===== config.mk =====
export PLATFORM = sky130hd
export DESIGN_NAME = aligned_stack_allocator_unit
export DESIGN_NICKNAME = d
export VERILOG_FILES = /design/src/rtl/asau_pkg.sv /design/src/rtl/aligned_stack_allocator_unit.sv /design/src/rtl/asau_cell.sv
export SDC_FILE = /design/constraint.sdc
export NUM_CORES = 2
export LEC_CHECK = 0
export BUFFER_PORTS_ARGS = -buffer_cell sky130_fd_sc_hd__buf_2
export CAP_MARGIN = 20
export CORE_ASPECT_RATIO = 1.5
export CORE_MARGIN = 2
export CORE_UTILIZATION = 65
export CTS_BUF_LIST = sky130_fd_sc_hd__clkbuf_8
export CTS_CLUSTER_DIAMETER = 200
export DETAILED_ROUTE_END_ITERATION = 16
export HOLD_SLACK_MARGIN = 0.06
export PLACE_DENSITY_LB_ADDON = 0.08
export SLEW_MARGIN = 25
export SYNTH_ARGS = -nofsm -noshare
export SYNTH_HDL_FRONTEND = slang
export SYNTH_SLANG_ARGS = --single-unit

===== constraint.sdc =====
create_clock -name i_clk -period 50.5 [get_ports i_clk]
set_input_delay 2.525 -clock i_clk [delete_from_list [all_inputs] [get_ports i_clk]]
set_output_delay 2.525 -clock i_clk [all_outputs]
set_load 0.02 [all_outputs]

===== src/rtl/asau_pkg.sv =====
// shared constants, types and codes for the aligned stack allocator
package asau_pkg;

    // sizing of the allocator
    localparam int HEADER_BYTES    = 16;
    localparam int MAX_LIVE        = 64;
    localparam int MAX_ALIGN_BYTES = 128;

    // field widths
    localparam int ADDR_W = 32;
    localparam int OFF_W  = 21;
    localparam int LG_W   = 4;
    localparam int STAT_W = 2;

    // derived widths
    localparam int ALIGN_LOG2_MAX = $clog2(MAX_ALIGN_BYTES);
    localparam int LOW_W          = ALIGN_LOG2_MAX + 1;
    localparam int PAD_W          = $clog2(HEADER_BYTES + MAX_ALIGN_BYTES);
    localparam int SUM_W          = PAD_W + 1;
    localparam int CNT_W          = $clog2(MAX_LIVE + 1);
    localparam int TOT_W          = OFF_W + 2;

    // configuration port
    localparam int CFG_IDX_W = 1;
    localparam logic [CFG_IDX_W-1:0] REG_BASE_ADDRESS   = 1'b0;
    localparam logic [CFG_IDX_W-1:0] REG_CAPACITY_BYTES = 1'b1;
    localparam logic [OFF_W-1:0]     CAPACITY_RESET     = 21'd65536;

    // action codes
    localparam logic ACT_ALLOC = 1'b0;
    localparam logic ACT_POP   = 1'b1;

    // result status codes
    typedef enum logic [STAT_W-1:0] {
        ST_OK    = 2'd0,
        ST_NOMEM = 2'd1,
        ST_EMPTY = 2'd2,
        ST_FULL  = 2'd3
    } t_status;

    // shift control broadcast along the offset stack cells
    typedef struct packed {
        logic push;
        logic pop;
    } t_shift_ctl;

endpackage


===== src/rtl/aligned_stack_allocator_unit.sv =====
// top level: aligned LIFO allocator with a shifting chain of saved offsets
// Each transaction is accepted in idle, the header
// padding is worked out from the current address in the next cycle, and the result is
// committed and registered in the commit state, which waits while a held result is still
// stalled; the sequencer is back in idle in the cycle after commit, so no new transaction
// is accepted before the last one commits. A finished result waits in the output register
// and does not block the next transaction until its own commit.
// Saved offsets live in a chain of MAX_LIVE cells; a push or pop shifts every cell
// one place in the commit cycle, so the newest saved offset is always at the head.
// Configuration is written through a plain write port and must only change while
// no transaction is in flight.
module aligned_stack_allocator_unit (
    input  logic                                   i_clk,
    input  logic                                   i_rst_n,
    // configuration port
    input  logic                                   i_cfg_we,
    input  logic [asau_pkg::CFG_IDX_W-1:0]         i_cfg_index,
    input  logic [asau_pkg::ADDR_W-1:0]            i_cfg_wdata,
    // request channel
    input  logic                                   i_valid,
    output logic                                   o_stall,
    input  logic                                   i_action,
    input  logic [asau_pkg::OFF_W-1:0]             i_request_bytes,
    input  logic [asau_pkg::LG_W-1:0]              i_align_log2,
    // result channel
    output logic                                   o_valid,
    input  logic                                   i_stall,
    output logic [asau_pkg::STAT_W-1:0]            o_status,
    output logic [asau_pkg::ADDR_W-1:0]            o_granted_address,
    output logic [asau_pkg::OFF_W-1:0]             o_used_bytes
);

    typedef enum logic [1:0] {
        S_IDLE,
        S_PAD,
        S_COMMIT
    } t_state;

    t_state                          r_state;
    logic [asau_pkg::ADDR_W-1:0]     r_base;
    logic [asau_pkg::OFF_W-1:0]      r_capacity;
    logic [asau_pkg::OFF_W-1:0]      r_top;
    logic [asau_pkg::CNT_W-1:0]      r_live;
    logic                            r_action;
    logic [asau_pkg::OFF_W-1:0]      r_size;
    logic [asau_pkg::LG_W-1:0]       r_lg;
    logic [asau_pkg::ADDR_W-1:0]     r_addr;
    logic [asau_pkg::PAD_W-1:0]      r_pad;
    logic                            r_out_valid;
    asau_pkg::t_status               r_status;
    logic [asau_pkg::ADDR_W-1:0]     r_granted;
    logic [asau_pkg::OFF_W-1:0]      r_used;

    logic [asau_pkg::ADDR_W-1:0]     n_addr;
    logic [asau_pkg::LG_W-1:0]       n_lg_clamp;
    logic [asau_pkg::SUM_W-1:0]      n_mask;
    logic [asau_pkg::SUM_W-1:0]      n_addr_mod;
    logic [asau_pkg::SUM_W-1:0]      n_round;
    logic [asau_pkg::SUM_W-1:0]      n_pad_full;
    logic [asau_pkg::TOT_W-1:0]      n_total;
    logic                            n_fits;
    logic                            n_full;
    logic                            n_empty;
    logic                            n_commit;
    asau_pkg::t_status               n_status;
    asau_pkg::t_shift_ctl            n_ctl;
    logic [asau_pkg::OFF_W-1:0]      w_stack_head;
    logic [asau_pkg::OFF_W-1:0]      w_cell [asau_pkg::MAX_LIVE];

    // padding: round current address plus header up to the alignment
    always_comb begin
        n_addr     = r_base + asau_pkg::ADDR_W'(r_top);
        n_lg_clamp = (r_lg > asau_pkg::LG_W'(asau_pkg::ALIGN_LOG2_MAX))
                   ? asau_pkg::LG_W'(asau_pkg::ALIGN_LOG2_MAX) : r_lg;
        n_mask     = (asau_pkg::SUM_W'(1) << n_lg_clamp) - asau_pkg::SUM_W'(1);
        n_addr_mod = asau_pkg::SUM_W'(n_addr[asau_pkg::LOW_W-1:0]) & n_mask;
        n_round    = (n_addr_mod + asau_pkg::SUM_W'(asau_pkg::HEADER_BYTES) + n_mask)
                   & ~n_mask;
        n_pad_full = n_round - n_addr_mod;
    end

    // commit decision
    always_comb begin
        n_total  = asau_pkg::TOT_W'(r_top) + asau_pkg::TOT_W'(r_size)
                 + asau_pkg::TOT_W'(r_pad);
        n_fits   = n_total < asau_pkg::TOT_W'(r_capacity);
        n_full   = r_live == asau_pkg::CNT_W'(asau_pkg::MAX_LIVE);
        n_empty  = r_live == '0;
        n_commit = (r_state == S_COMMIT) && (!r_out_valid || !i_stall);
        n_status = asau_pkg::ST_OK;
        if (r_action == asau_pkg::ACT_ALLOC) begin
            if (n_full) begin
                n_status = asau_pkg::ST_FULL;
            end else if (!n_fits) begin
                n_status = asau_pkg::ST_NOMEM;
            end
        end else if (n_empty) begin
            n_status = asau_pkg::ST_EMPTY;
        end
        n_ctl.push = n_commit && (r_action == asau_pkg::ACT_ALLOC)
                   && (n_status == asau_pkg::ST_OK);
        n_ctl.pop  = n_commit && (r_action == asau_pkg::ACT_POP)
                   && (n_status == asau_pkg::ST_OK);
    end

    // chain of saved offset cells, head holds the newest entry
    genvar g;
    generate
        for (g = 0; g < asau_pkg::MAX_LIVE; g++) begin : g_cell
            logic [asau_pkg::OFF_W-1:0] w_upper;
            logic [asau_pkg::OFF_W-1:0] w_lower;
            if (g == 0) begin : g_head
                assign w_upper = r_top;
            end else begin : g_mid
                assign w_upper = w_cell[g-1];
            end
            if (g == asau_pkg::MAX_LIVE - 1) begin : g_tail
                assign w_lower = w_cell[g];
            end else begin : g_body
                assign w_lower = w_cell[g+1];
            end
            asau_cell u_cell (
                .i_clk        (i_clk),
                .i_ctl        (n_ctl),
                .i_from_upper (w_upper),
                .i_from_lower (w_lower),
                .o_value      (w_cell[g])
            );
        end
    endgenerate

    assign w_stack_head = w_cell[0];

    // sequencer, allocator state and result register
    always_ff @(posedge i_clk) begin
        if (!i_rst_n) begin
            r_state     <= S_IDLE;
            r_base      <= '0;
            r_capacity  <= asau_pkg::CAPACITY_RESET;
            r_top       <= '0;
            r_live      <= '0;
            r_out_valid <= 1'b0;
        end else begin
            // configuration writes
            if (i_cfg_we) begin
                case (i_cfg_index)
                    asau_pkg::REG_BASE_ADDRESS:   r_base     <= i_cfg_wdata;
                    asau_pkg::REG_CAPACITY_BYTES: r_capacity <= i_cfg_wdata[asau_pkg::OFF_W-1:0];
                    default: ;
                endcase
            end
            // result register fills on commit, empties when taken downstream
            if (n_commit) begin
                r_out_valid <= 1'b1;
            end else if (r_out_valid && !i_stall) begin
                r_out_valid <= 1'b0;
            end
            case (r_state)
                S_IDLE: begin
                    if (i_valid) begin
                        r_action <= i_action;
                        r_size   <= i_request_bytes;
                        r_lg     <= i_align_log2;
                        r_state  <= S_PAD;
                    end
                end
                S_PAD: begin
                    r_addr  <= n_addr;
                    r_pad   <= n_pad_full[asau_pkg::PAD_W-1:0];
                    r_state <= S_COMMIT;
                end
                S_COMMIT: begin
                    if (n_commit) begin
                        r_status <= n_status;
                        if (n_ctl.push) begin
                            r_top     <= n_total[asau_pkg::OFF_W-1:0];
                            r_live    <= r_live + asau_pkg::CNT_W'(1);
                            r_granted <= r_addr + asau_pkg::ADDR_W'(r_pad);
                            r_used    <= n_total[asau_pkg::OFF_W-1:0];
                        end else if (n_ctl.pop) begin
                            r_top     <= w_stack_head;
                            r_live    <= r_live - asau_pkg::CNT_W'(1);
                            r_granted <= '0;
                            r_used    <= w_stack_head;
                        end else begin
                            r_granted <= '0;
                            r_used    <= r_top;
                        end
                        r_state <= S_IDLE;
                    end
                end
                default: r_state <= S_IDLE;
            endcase
        end
    end

    assign o_stall           = (r_state != S_IDLE);
    assign o_valid           = r_out_valid;
    assign o_status          = r_status;
    assign o_granted_address = r_granted;
    assign o_used_bytes      = r_used;

endmodule


===== src/rtl/asau_cell.sv =====
// one entry of the offset stack, shifting toward its neighbors on push or pop
module asau_cell (
    input  logic                    i_clk,
    input  asau_pkg::t_shift_ctl    i_ctl,
    input  logic [asau_pkg::OFF_W-1:0] i_from_upper,
    input  logic [asau_pkg::OFF_W-1:0] i_from_lower,
    output logic [asau_pkg::OFF_W-1:0] o_value
);

    logic [asau_pkg::OFF_W-1:0] r_value;
    logic [asau_pkg::OFF_W-1:0] n_value;

    // push takes the entry above, pop takes the entry below
    always_comb begin
        n_value = r_value;
        if (i_ctl.push) begin
            n_value = i_from_upper;
        end else if (i_ctl.pop) begin
            n_value = i_from_lower;
        end
    end

    always_ff @(posedge i_clk) begin
        r_value <= n_value;
    end

    assign o_value = r_value;

endmodule


# Yosys cells after proc, flatten, opt, wreduce, memory -nomap -nowiden
# Index checks and enable logic that the tools add are counted.
[totals]
reg_bits = 1549
inputBits = 64
output_inout_bits = 57
wordCells = 264
[op_classes]
n_addsub = 10
n_lt_le_gt_ge = 2
n_eq_ne = 5
shifts = 1
muxes = 140
bitwise_logic = 5
n_reduce_logical = 23
[ops]
columns = ["op", "count"]
rows = [
  ["$mux W21", 128],
  ["$add A32 B21 Y32", 1],
  ["$add A32 B8 Y32", 1],
  ["$add A22 B8 Y23", 1],
  ["$lt A23 B21 Y1", 1],
  ["$add A21 B21 Y22", 1],
  ["$and A8 B8 Y8", 2],
  ["$mux W7", 2],
  ["$mux W2", 5],
  ["$reduce_and A2 Y1", 5],
  ["$reduce_and A3 Y1", 3],
  ["$add A8 B5 Y8 const B", 1],
  ["$add A8 B8 Y8", 1],
  ["$not A8 Y8", 1],
  ["$shl A1 B4 Y8 const A", 1],
  ["$sub A8 B2 Y8 const B", 1],
  ["$sub A8 B8 Y8", 1],
  ["$add A7 B1 Y7 const B", 1],
  ["$eq A7 B7 Y1 const B", 1],
  ["$logic_not A7 Y1", 1],
  ["$sub A7 B1 Y7 const B", 1],
  ["$logic_and A1 B1 Y1", 6],
  ["$pmux W2 S3", 1],
  ["$reduce_bool A2 Y1", 3],
  ["10 further kinds", 16],
]

# Logic depth before layout (Yosys ltp)
[logic_depth]
word_depth = 10
ltp_mapped = 32
mapped_depth_nobuf = 28

# By module
# Synthesis repeated with hierarchy kept, for this count alone.
[unflattened]
hier_cells = 4020
area_unflattened_um2 = 68887.3
[by_module_without_submodules]
columns = ["module", "n_inst", "cells_each", "area_each_um2", "seq_area_each_um2"]
rows = [
  ["asau_cell", 64, 45, 895.9, 630.6],
  ["aligned_stack_allocator_unit", 1, 1140, 11552.3, 5315.1],
]

# Worst setup path before layout
# OpenSTA, ideal clock, no wires.
[synth_timing]
path_kind = "flip-flop to flip-flop"
from = "register r_pad[1] in the netlist's numbering"
to = "register r_live[2] in the netlist's numbering"
setup_time_ns = 1.596
t_arrival_ns = 42.641
required_time_ns = 48.904
slack_ns = 6.263
stages_incl_launch_ff = 20
n_path_buf = 1
path_cell_list = "edfxtp_1 > fa_1 > ha_1 > fa_1 > a211oi_1 > o21ai_1 > and3_1 > or3_1 > a21oi_1 > xnor2_1 > ha_1 > a31oi_1 > o221ai_1 > nand3_1 > a31oi_1 > or4_4 > nor2_4 > or2_2 > clkbuf_1 > o21ai_0"
[synth_between]
elab_chain_len = 9
elab_cells_between_ends = 11
cone_classes = "add/sub (1); order compare (1); mux (4); reduce/logical (5)"
[synth_lines]
columns = ["element", "line", "rtl"]
rows = [
  ["start, declared", "aligned_stack_allocator_unit.sv:48", "logic [asau_pkg::PAD_W-1:0] r_pad;"],
  ["start signal, assigned", "aligned_stack_allocator_unit.sv:169", "r_pad <= n_pad_full[asau_pkg::PAD_W-1:0];"],
  ["$add A22 B8 Y23 *", "aligned_stack_allocator_unit.sv:85", "+ asau_pkg::TOT_W'(r_pad);"],
  ["$lt A23 B21 Y1 *", "aligned_stack_allocator_unit.sv:86", "n_fits = n_total < asau_pkg::TOT_W'(r_capacity);"],
  ["$mux W1 *", "aligned_stack_allocator_unit.sv:94", "end else if (!n_fits) begin"],
  ["$mux W2 *", "aligned_stack_allocator_unit.sv:92", "if (n_full) begin"],
  ["$mux W2 *", "aligned_stack_allocator_unit.sv:91", "if (r_action == asau_pkg::ACT_ALLOC) begin"],
  ["$logic_not A2 Y1 *", "aligned_stack_allocator_unit.sv:101, aligned_stack_allocator_unit.sv:103", ""],
  ["$logic_and A1 B1 Y1, on equally long branches", "aligned_stack_allocator_unit.sv:103, aligned_stack_allocator_unit.sv:101", ""],
  ["$reduce_bool A2 Y1 (no source line)", "-", ""],
  ["$reduce_and A3 Y1 (no source line)", "-", ""],
  ["end signal, assigned", "aligned_stack_allocator_unit.sv:177", "r_live <= r_live + asau_pkg::CNT_W'(1);"],
  ["end signal, assigned", "aligned_stack_allocator_unit.sv:182", "r_live <= r_live - asau_pkg::CNT_W'(1);"],
  ["end, declared", "aligned_stack_allocator_unit.sv:43", "logic [asau_pkg::CNT_W-1:0] r_live;"],
]
# Every way passes the cells marked *; elsewhere a longest branch is shown, timed or not.
# A chain may end at the register's enable or synchronous reset.

# Worst setup path after layout
[layout_timing]
from = "register r_pad[1] in the netlist's numbering"
to = "register g_cell[23].u_cell.r_value, in the netlist g_cell[23].u_cell.o_value[14], data pin"
[layout_between]
elab_chain_len = 8
[layout_lines]
columns = ["element", "line", "rtl"]
rows = [
  ["$add A22 B8 Y23", "aligned_stack_allocator_unit.sv:85", ""],
  ["$lt A23 B21 Y1", "aligned_stack_allocator_unit.sv:86", ""],
  ["$mux W1", "aligned_stack_allocator_unit.sv:94", ""],
  ["$mux W2", "aligned_stack_allocator_unit.sv:92", ""],
  ["$mux W2", "aligned_stack_allocator_unit.sv:91", ""],
  ["$logic_not A2 Y1", "aligned_stack_allocator_unit.sv:101", "&& (n_status == asau_pkg::ST_OK);"],
  ["$logic_and A1 B1 Y1", "aligned_stack_allocator_unit.sv:101", ""],
  ["$mux W21", "asau_cell.sv:16", "if (i_ctl.push) begin"],
  ["via g_cell[23].u_cell.n_value, one bit", "asau_cell.sv:11", "logic [asau_pkg::OFF_W-1:0] n_value;"],
  ["end signal, assigned", "asau_cell.sv:24", "r_value <= n_value;"],
  ["end, declared", "asau_cell.sv:10", "logic [asau_pkg::OFF_W-1:0] r_value;"],
]
# The timed path passes the listed nets, and every way through them passes these cells.

==> summary.txt <==
Run status
  • Outcome: complete, no violations

Synth
  • Synthesized cell area: 0.0684 mm^2
  • Cell taking the most area after synthesis: edfxtp_1
  • Yosys warnings: 0
  • Synth top area share: 64.4%
  • Syn_nets: 6954
  • Syn Area/Cell: 10.1 um^2
  • Predominant post-synthesis flop cell: edfxtp_1
  • FF+latch count, synth: 1549
  • Number of synthesized flops with an enable pin: 1465
  • Dominant cells by area after synthesis: edfxtp_1 (64%), nand2_1 (23%), dfxtp_1 (2.5%), ha_1 (1.8%), buf_2 (1.6%)
  • Synth cell types: 66
  • Post-Syn Instances: 6777
  • Sequential share of the synthesized area: 66.8%
  • Ys async rst share: 0%

Setup path
  • Worst path cell trace: fa_1 -> ha_1 -> fa_1 -> a211oi_1 -> o21ai_1 -> a311oi_1 -> o21ai_0 -> xor2_1 -> ha_1 -> and4_1 -> a41oi_1 -> a31oi_1 -> or4_4 -> nor2_4 -> buf_6 -> clkinv_8 -> buf_4 -> buf_4 -> buf_12 -> buf_16 -> nand2_1 -> nand2_1
  • CP max FO: 188
  • Family with the most delay on the worst path: buffers and inverters
  • Worst endpoint data arrival time: 9.17 ns
  • Startpoint Class: flip-flop
  • Slowest cell on crit path: clkinv_8
  • Crit path kind: flip-flop to flip-flop
  • CP Capture Type: flip-flop
  • Req. time, crit path: 51.12 ns
  • Worst Path Buf+Inv: 6
  • Max incr delay on CP: 0.77 ns

Die
  • Initial core utilization: 65.6%
  • FP Rows: 145
  • Core Area: 0.104 mm^2
  • Die area: 0.108 mm^2
  • I/O pin cnt: 121
  • Die height: 401 um
  • Chip width: 269 um

GRT
  • GRT met3 Usage: 3.96%
  • Global-route usage over all layers: 24.4%
  • Vias in the first global route: 44100
  • Initial antenna violation count: 7
  • Largest net degree at the start of global routing: 264
  • Met1 Use GR: 33.1%
  • First-pass GRT wire length: 215000 um
  • Met2 Use GR: 40.4%
  • GRT busiest layer: met2
  • Grt ovf: 0

Timing
  • Fin Setup TNS: 0 ns
  • Slew Limit Headroom: 32.0%
  • Slew Limit Fails: 0
  • Worst hold slack: 0.446 ns
  • RSZ-0062 raised after global routing: false
  • Hold Vio Cnt, Final: 0
  • Clk_skew: 0.0397 ns
  • Fin crit share: 16.9%
  • Final setup vio count: 0
  • Post-layout min period: 8.55 ns
  • Fmax achieved: 117 MHz
  • Worst-Margin Slew: 1.02 ns

Clock network
  • Clock Tree Root: clkbuf_8
  • Max clock buf depth: 3
  • CTS Hold Buffers Added: 0
  • Worst skew pair latency: 0.89 ns
  • Clock sink count: 1549
  • TritonCTS Buffers: 218
  • CTS tree: done
  • Clock transition at path regs: 0.07 ns
  • PostCTS Resize Cnt: 0
  • Clock H-tree levels: 4
  • Post-CTS setup buffer count: 0

Hold path
  • HP Class: flip-flop to flip-flop

Placed design
  • Hpwl dp: 79500 um
  • Number of port buffers: 120
  • GP Congestion: 0.868

Job
  • Max_cap viols: 0

Detailed routing
  • DR pass1 iterations: 7
  • DR vias: 45400
  • DRC violation count after routing: 0
  • Vias per cell: 5.39
  • Iteration-0 DRC Markers: 4330
  • Antenna viol nets, final: 0
  • DR WL/cell: 15.6 um
  • Post-Route WL: 131000 um

Power and ir drop
  • Peak supply drop: 0.0000243 V
  • Power per cell area: 33.6 mW/mm^2
  • Leakage: 30.9 nW

Final layout
  • Area grow syn2layout: 7.90%
  • Fillers: 8036
  • Layout cells sized above 1: 6.72%
  • Nets: 7007
  • Most frequent cells in the layout: nand2_1 (4118), edfxtp_1 (1465), clkbuf_8 (230)
  • Most common cell after layout, fill and taps aside: nand2_1
path summary, 6_finish.rpt:
check,from,cells after the start,endpoint,slack [ns]
max,r_pad[1],22,g_cell[23].u_cell.o_value[14],41.95
min,g_cell[62].u_cell.o_value[6],0,g_cell[63].u_cell.o_value[6],0.45
max reg2reg,r_pad[1],22,g_cell[23].u_cell.o_value[14],41.95
min reg2reg,g_cell[62].u_cell.o_value[6],0,g_cell[63].u_cell.o_value[6],0.45
registers in the layout, summed over array words and instances, names as in the netlist, 7 cells and up:
signal / count
g_cell.u_cell.o_value: 1344
r_addr: 32
r_capacity: 21
o_used_bytes: 21
o_granted_address: 32
r_base: 32
g_cell.w_upper: 21
r_pad: 8
r_size: 21
r_live: 7
metrics by stage:
stage                     utilization, %  std cells  area [um^2]  total power (W)  setup WS (ns)
after floorplan                        -       6777        68400          0.00161           6.26
after global placement              66.9       8002        69600          0.00159          41.96
after detailed placement            66.9       8002        69600          0.00159          41.95
after CTS                           70.7       8397        73600          0.00251          41.89
after global routing                70.8       8407        73800          0.00258          41.29
final                               70.8       8407        73800          0.00248          41.95
report_power, final:
part / leakage (nW) / total (W) / switching (W) / internal [W]
logic: 14.6 / 0.000117 / 0.0000772 / 0.0000398
clock network: 2.31 / 0.000916 / 0.000475 / 0.000442
registers: 13.9 / 0.00145 / 0.0000157 / 0.00143
total: 30.9 / 0.00248 / 0.000567 / 0.00191
kinds of logic (layout without fill, tap and decap cells):
group	after synthesis	count (layout)	share of synthesized area [%]
simple gates	4345	4345	24.4
flops	1549	1549	66.8
buf+inv	390	618	2.57
compound gates	261	261	2.33
fa+ha+maj	113	113	2.21
xor+xnor	79	79	1.01
mux	40	40	0.653
other cells	0	6	0
worst reg2reg max path, stage by stage (launching register included):
cell	delay [ns]
edfxtp_1	0.43
fa_1	0.49
ha_1	0.25
fa_1	0.49
a211oi_1	0.34
o21ai_1	0.24
a311oi_1	0.38
o21ai_0	0.17
xor2_1	0.36
ha_1	0.32
and4_1	0.21
a41oi_1	0.18
a31oi_1	0.15
or4_4	0.57
nor2_4	0.11
buf_6	0.59
clkinv_8	0.79
buf_4	0.60
buf_4	0.53
buf_12	0.37
buf_16	0.32
nand2_1	0.35
nand2_1	0.07
cell type report:
type | count | area [um^2] | share of cell area, %
flip-flops and latches | 1549 | 45700 | 61.9
well taps | 1396 | 1750 | 2.37
multi-input cells | 4838 | 21000 | 28.4
repair buffers | 162 | 1130 | 1.54
inverters | 61 | 241 | 0.327
clock inverters | 165 | 837 | 1.13
clock buffers | 230 | 3170 | 4.29
diodes | 6 | 15.0 | 0.0204
per-layer routing:
metal  part of all wire [%]  vias to the layer above
li1                       -                    22400
met4                    2.6                        0
met5                      0                        -
met1                     43                    21900
met2                     50                      903
met3                    4.1                      222
Yosys cell counts (9+ instances only):
library cell / count
nor2b_1: 20
nand3_1: 19
a21oi_1: 111
buf_2: 219
clkbuf_1: 89
nand2_1: 4118
a21o_1: 19
and3_1: 16
fa_1: 13
xor2_1: 16
mux2_1: 19
ha_1: 100
mux2_2: 18
dfxtp_1: 84
nor3_1: 17
buf_1: 18
o21a_1: 14
o21ai_0: 49
xnor2_1: 63
nor2_1: 73
and2_1: 24
o211ai_1: 11
edfxtp_1: 1465
nand2b_1: 11
a211oi_1: 9
inv_1: 59
Power figures use the tool's default switching activity.
